### src/hdl/gsb_pkg.sv
package gsb_pkg;

    typedef enum logic [2:0] {
        ST_CLEAR,
        ST_IDLE,
        ST_FETCH,
        ST_SCAN,
        ST_FLUSH
    } state_t;

    localparam logic [2:0] KIND_LOAD   = 3'd0;
    localparam logic [2:0] KIND_CURSOR = 3'd1;
    localparam logic [2:0] KIND_TEXT   = 3'd2;
    localparam logic [2:0] KIND_DIGIT  = 3'd3;
    localparam logic [2:0] KIND_GLYPH  = 3'd4;

    localparam logic [1:0] CFG_FB_WIDTH     = 2'd0;
    localparam logic [1:0] CFG_FB_HEIGHT    = 2'd1;
    localparam logic [1:0] CFG_GLYPH_WIDTH  = 2'd2;
    localparam logic [1:0] CFG_GLYPH_HEIGHT = 2'd3;

    localparam logic [7:0]  TEXT_FIRST = 8'd32;
    localparam logic [7:0]  TEXT_END   = 8'd97;
    localparam logic [7:0]  DIGIT_MAX  = 8'd9;
    localparam logic [10:0] FB_LIMIT   = 11'd1024;
    localparam logic [10:0] CURSOR_MAX = 11'd2047;

    localparam logic [10:0] FB_WIDTH_RST     = 11'd224;
    localparam logic [10:0] FB_HEIGHT_RST    = 11'd256;
    localparam logic [3:0]  GLYPH_WIDTH_RST  = 4'd5;
    localparam logic [3:0]  GLYPH_HEIGHT_RST = 4'd7;

    typedef struct packed {
        logic clear;
        logic idle;
        logic fetch;
        logic scan;
        logic flush;
    } cmd_t;

    typedef struct packed {
        logic clear_done;
        logic draw_start;
        logic fetch_done;
        logic scan_last;
        logic scan_stall;
        logic pend_valid;
        logic out_free;
    } sts_t;

endpackage

### src/hdl/gsb_ctrl.sv
module gsb_ctrl
    import gsb_pkg::*;
(
    input  logic clk,
    input  logic rst_n,
    input  sts_t sts,
    output cmd_t cmd
);

    state_t state_reg;
    state_t state_next;

    always_ff @(posedge clk or negedge rst_n)
    begin
        if (!rst_n)
        begin
            state_reg <= ST_CLEAR;
        end
        else
        begin
            state_reg <= state_next;
        end
    end

    always_comb
    begin
        state_next = state_reg;
        unique case (state_reg)
            ST_CLEAR:
            begin
                if (sts.clear_done)
                    state_next = ST_IDLE;
            end
            ST_IDLE:
            begin
                if (sts.draw_start)
                    state_next = ST_FETCH;
            end
            ST_FETCH:
            begin
                if (sts.fetch_done)
                    state_next = ST_SCAN;
            end
            ST_SCAN:
            begin
                if (sts.scan_last && !sts.scan_stall)
                    state_next = ST_FLUSH;
            end
            ST_FLUSH:
            begin
                if (!sts.pend_valid || sts.out_free)
                    state_next = ST_IDLE;
            end
        endcase
    end

    always_comb
    begin
        cmd = '0;
        unique case (state_reg)
            ST_CLEAR: cmd.clear = 1'b1;
            ST_IDLE:  cmd.idle  = 1'b1;
            ST_FETCH: cmd.fetch = 1'b1;
            ST_SCAN:  cmd.scan  = 1'b1;
            ST_FLUSH: cmd.flush = 1'b1;
        endcase
    end

endmodule

### config.mk
export PLATFORM = sky130hd
export DESIGN_NAME = gsb_ctrl
export DESIGN_NICKNAME = d
export VERILOG_FILES = /design/src/hdl/gsb_pkg.sv /design/src/hdl/gsb_ctrl.sv
export SDC_FILE = /design/constraint.sdc
export NUM_CORES = 1
export LEC_CHECK = 0
export CAP_MARGIN = 20
export CORE_AREA = 2 2 39 41
export CTS_BUF_LIST = sky130_fd_sc_hd__clkbuf_2
export CTS_CLUSTER_DIAMETER = 200
export CTS_CLUSTER_SIZE = 40
export DETAILED_ROUTE_END_ITERATION = 16
export DIE_AREA = 0 0 41 43
export DONT_BUFFER_PORTS = 1
export GPL_TIMING_DRIVEN = 0
export SLEW_MARGIN = 40
export SYNTH_ARGS = -nofsm -noshare
export SYNTH_HDL_FRONTEND = slang
export SYNTH_SLANG_ARGS = --single-unit
### constraint.sdc
create_clock -name clk -period 1.4 [get_ports clk]
set_clock_uncertainty 0.05 [all_clocks]
set_input_delay 0 -clock clk [delete_from_list [all_inputs] [get_ports clk]]
set_output_delay 0 -clock clk [all_outputs]
set_load 0.05 [all_outputs]
==> flow_metrics.py <==
metrics = {
    "route": {
        "dr.first_iter.drc_count": 2,
        "firstDrtPassIters": 2,
        "vias": 189,
        "m1WireLength_um": 230,
        "wl_per_cell_um": 9.76,
        "top_layer_used": "met3",
        "routed_wl_um": 478,
        "dr_wl_met3_um": 37,
        "met2_length_um": 210,
        "detail-route-antenna-nets": 0,
        "vias_per_cell": 3.86,
        "drc": 0,
    },
    "worst_setup_path": {
        "start_kind": "flip-flop",
        "path_cells": "nor3b_4 -> and3b_2 -> a221oi_2",
        "crit_buf_inv": 0,
        "critPathTopFamily": "simple AND/OR/NAND/NOR gates",
        "cp.required_ns": 1.43,
        "setup.worst_path.class": "reg2reg",
        "critPathMaxStageDelay_ns": 0.55,
        "worstPathArrival_ns": 1.56,
        "reg2reg_slack_ns": -0.14,
        "endpoint_kind": "flip-flop",
        "cp_slowest_cell": "nor3b_4",
        "crit_path_max_fanout": 6,
    },
    "die": {
        "rows": 14,
        "die_x_um": 41,
        "io_pins": 14,
        "coreArea_mm2": 0.00138,
        "die_h_um": 43,
        "initial_utilization_pct": 16.0,
        "dieArea_mm2": 0.00176,
    },
    "synthesis": {
        "syn-num-nets": 29,
        "syn_inst": 20,
        "synthDistinctLibCells": 16,
        "ys_seq_elements": 3,
        "ys_warn_count": 0,
        "yosysSeqAreaShare_pct": 33.9,
        "syn-cell-area_um2": 221,
        "postSynthAreaPerCell_um2": 11.1,
    },
    "global_route": {
        "antenna_found_initial": 0,
        "grt_max_degree": 7,
        "grt_usage_pct": 6.75,
        "overflow": 0,
        "grt_pass1_wl_um": 724,
        "grt_pass1_vias": 177,
    },
    "final_layout": {
        "design_area_um2": 370,
        "utilization_pct": 26.8,
        "areaGrowthSynthToFinish_pct": 67.2,
        "nets": 43,
        "stdcell_count": 49,
        "final_common_cell": "dlygate4sd3_1",
        "drive_gt1_share_pct": 57.6,
        "diodes": 0,
        "largest_reg_flops": 3,
        "final_cell_mix": "dlygate4sd3_1 (7), clkbuf_2 (4), buf_4 (3)",
    },
    "sta": {
        "worst_pin_slew_ns": 0.593,
        "rsz0062_at_grt": "yes",
        "setup_tns_ns": -0.260,
        "drv_slew": 0,
        "finalWorstSetupSlack_ns": -0.137,
        "fmax_mhz": 651,
        "fin_crit_ns": 1.54,
        "setup_viol": 2,
        "fin_crit_sh_pct": 110,
        "whs_ns": 0.0789,
        "hold_viol_final": 0,
        "slew_headroom_pct": 60.5,
    },
    "placed_design": {
        "pre_cts_ws_ns": -0.150,
        "gp_congestion": 0.750,
        "dpl_cell_area_um2": 253,
        "post-place-cells": 36,
        "port_buffers": 0,
        "hpwl_um": 357,
    },
    "run_status": {
        "violations": "setup timing",
        "status": "complete, but fails checks",
    },
    "clock_network": {
        "cts.clk_slew.worst_paths_ns": 0.04,
        "cts.sinks": 3,
        "clock_latency_ns": 0.20,
        "tritoncts": "built",
        "clockRootBuffer": "clkbuf_2",
        "cts_htree_levels": 1,
        "clk_path_buf_depth": 2,
        "cts_buffers": 3,
    },
    "worst_hold_path": {
        "hold_path.class": "in2reg",
    },
    "pwr": {
        "p_total_mw": 0.862,
        "p_leak_nw": 0.170,
        "ir_drop_mv": 1.00,
        "power_density_mw_per_mm2": 2330,
    },
    "run": {
        "maxCapViolCount": 0,
    },
}
-- cells by family after synthesis --
group | share of synthesized area (%)
AND/OR/NAND/NOR | 29.9
buffers and inverters | 8.48
AO/OA/AOI/OAI | 16.4
flip-flops | 33.9
multiplexers | 11.3
-- layout make-up --
class                      count  area [um^2]
sequential                     3         77.6
clock buffer                   4         20.0
buffer                         2         18.8
tap                           16         20.0
multi-input combinational     15          149
timing repair buffer           9         85.1
fill                         152         1010
-- worst register-to-register path: cells and delay by family (launching register included) --
| kind | cells | cell delay, ns |
|---|---|---|
| simple gates | 2 | 0.87 |
| flops | 1 | 0.45 |
| compound gates | 1 | 0.04 |
-- metal layers --
metal / global-route usage, % / up-vias
met3: 6.28 / 0
met1: 8.12 / 84
met2: 7.50 / 9
met5: 0 / -
li1: - / 96
met4: 4.00 / 0
-- where the power goes --
group / internal [mW] / total [mW] / switching, mW
logic: 0.224 / 0.568 / 0.344
clock network: 0.0754 / 0.121 / 0.0460
registers: 0.124 / 0.173 / 0.0482
total: 0.424 / 0.862 / 0.438
-- cell usage after synthesis --
cell type / n / area share [%]
and3b_1: 1 / 4.0
a221oi_2: 1 / 6.8
a21oi_1: 1 / 2.3
nor3_1: 1 / 2.3
nor2b_1: 2 / 5.6
and2_2: 2 / 6.8
a311oi_1: 1 / 4.0
and2b_2: 1 / 4.0
buf_4: 1 / 3.4
nor3b_2: 1 / 5.6
dfrtp_1: 3 / 34
nor2_1: 1 / 1.7
buf_6: 1 / 5.1
mux2_4: 1 / 6.8
a21o_1: 1 / 3.4
mux2i_1: 1 / 4.5
-- final timing paths --
| kind | startpoint | endpoint | cells past startpoint |
|---|---|---|---|
| worst max-delay path | state_reg[0] | state_reg[0] | 3 |
| worst min-delay path | sts[0] | state_reg[0] | 2 |
| worst max register to register | state_reg[0] | state_reg[0] | 3 |
| worst min register to register | state_reg[2] | state_reg[1] | 1 |
| max in group asynchronous | rst_n | state_reg[0] | 2 |
| min in group asynchronous | rst_n | state_reg[1] | 2 |
-- what timing repair did --
action	4_1_cts	5_1_grt
resized for setup	2	2
cloned	0	0
setup endpoints to repair	3	4
setup buffers	2	0
endpoints found under the hold margin	6	1
hold buffers	4	3
No activity file was read; power rests on OpenSTA's default activity.
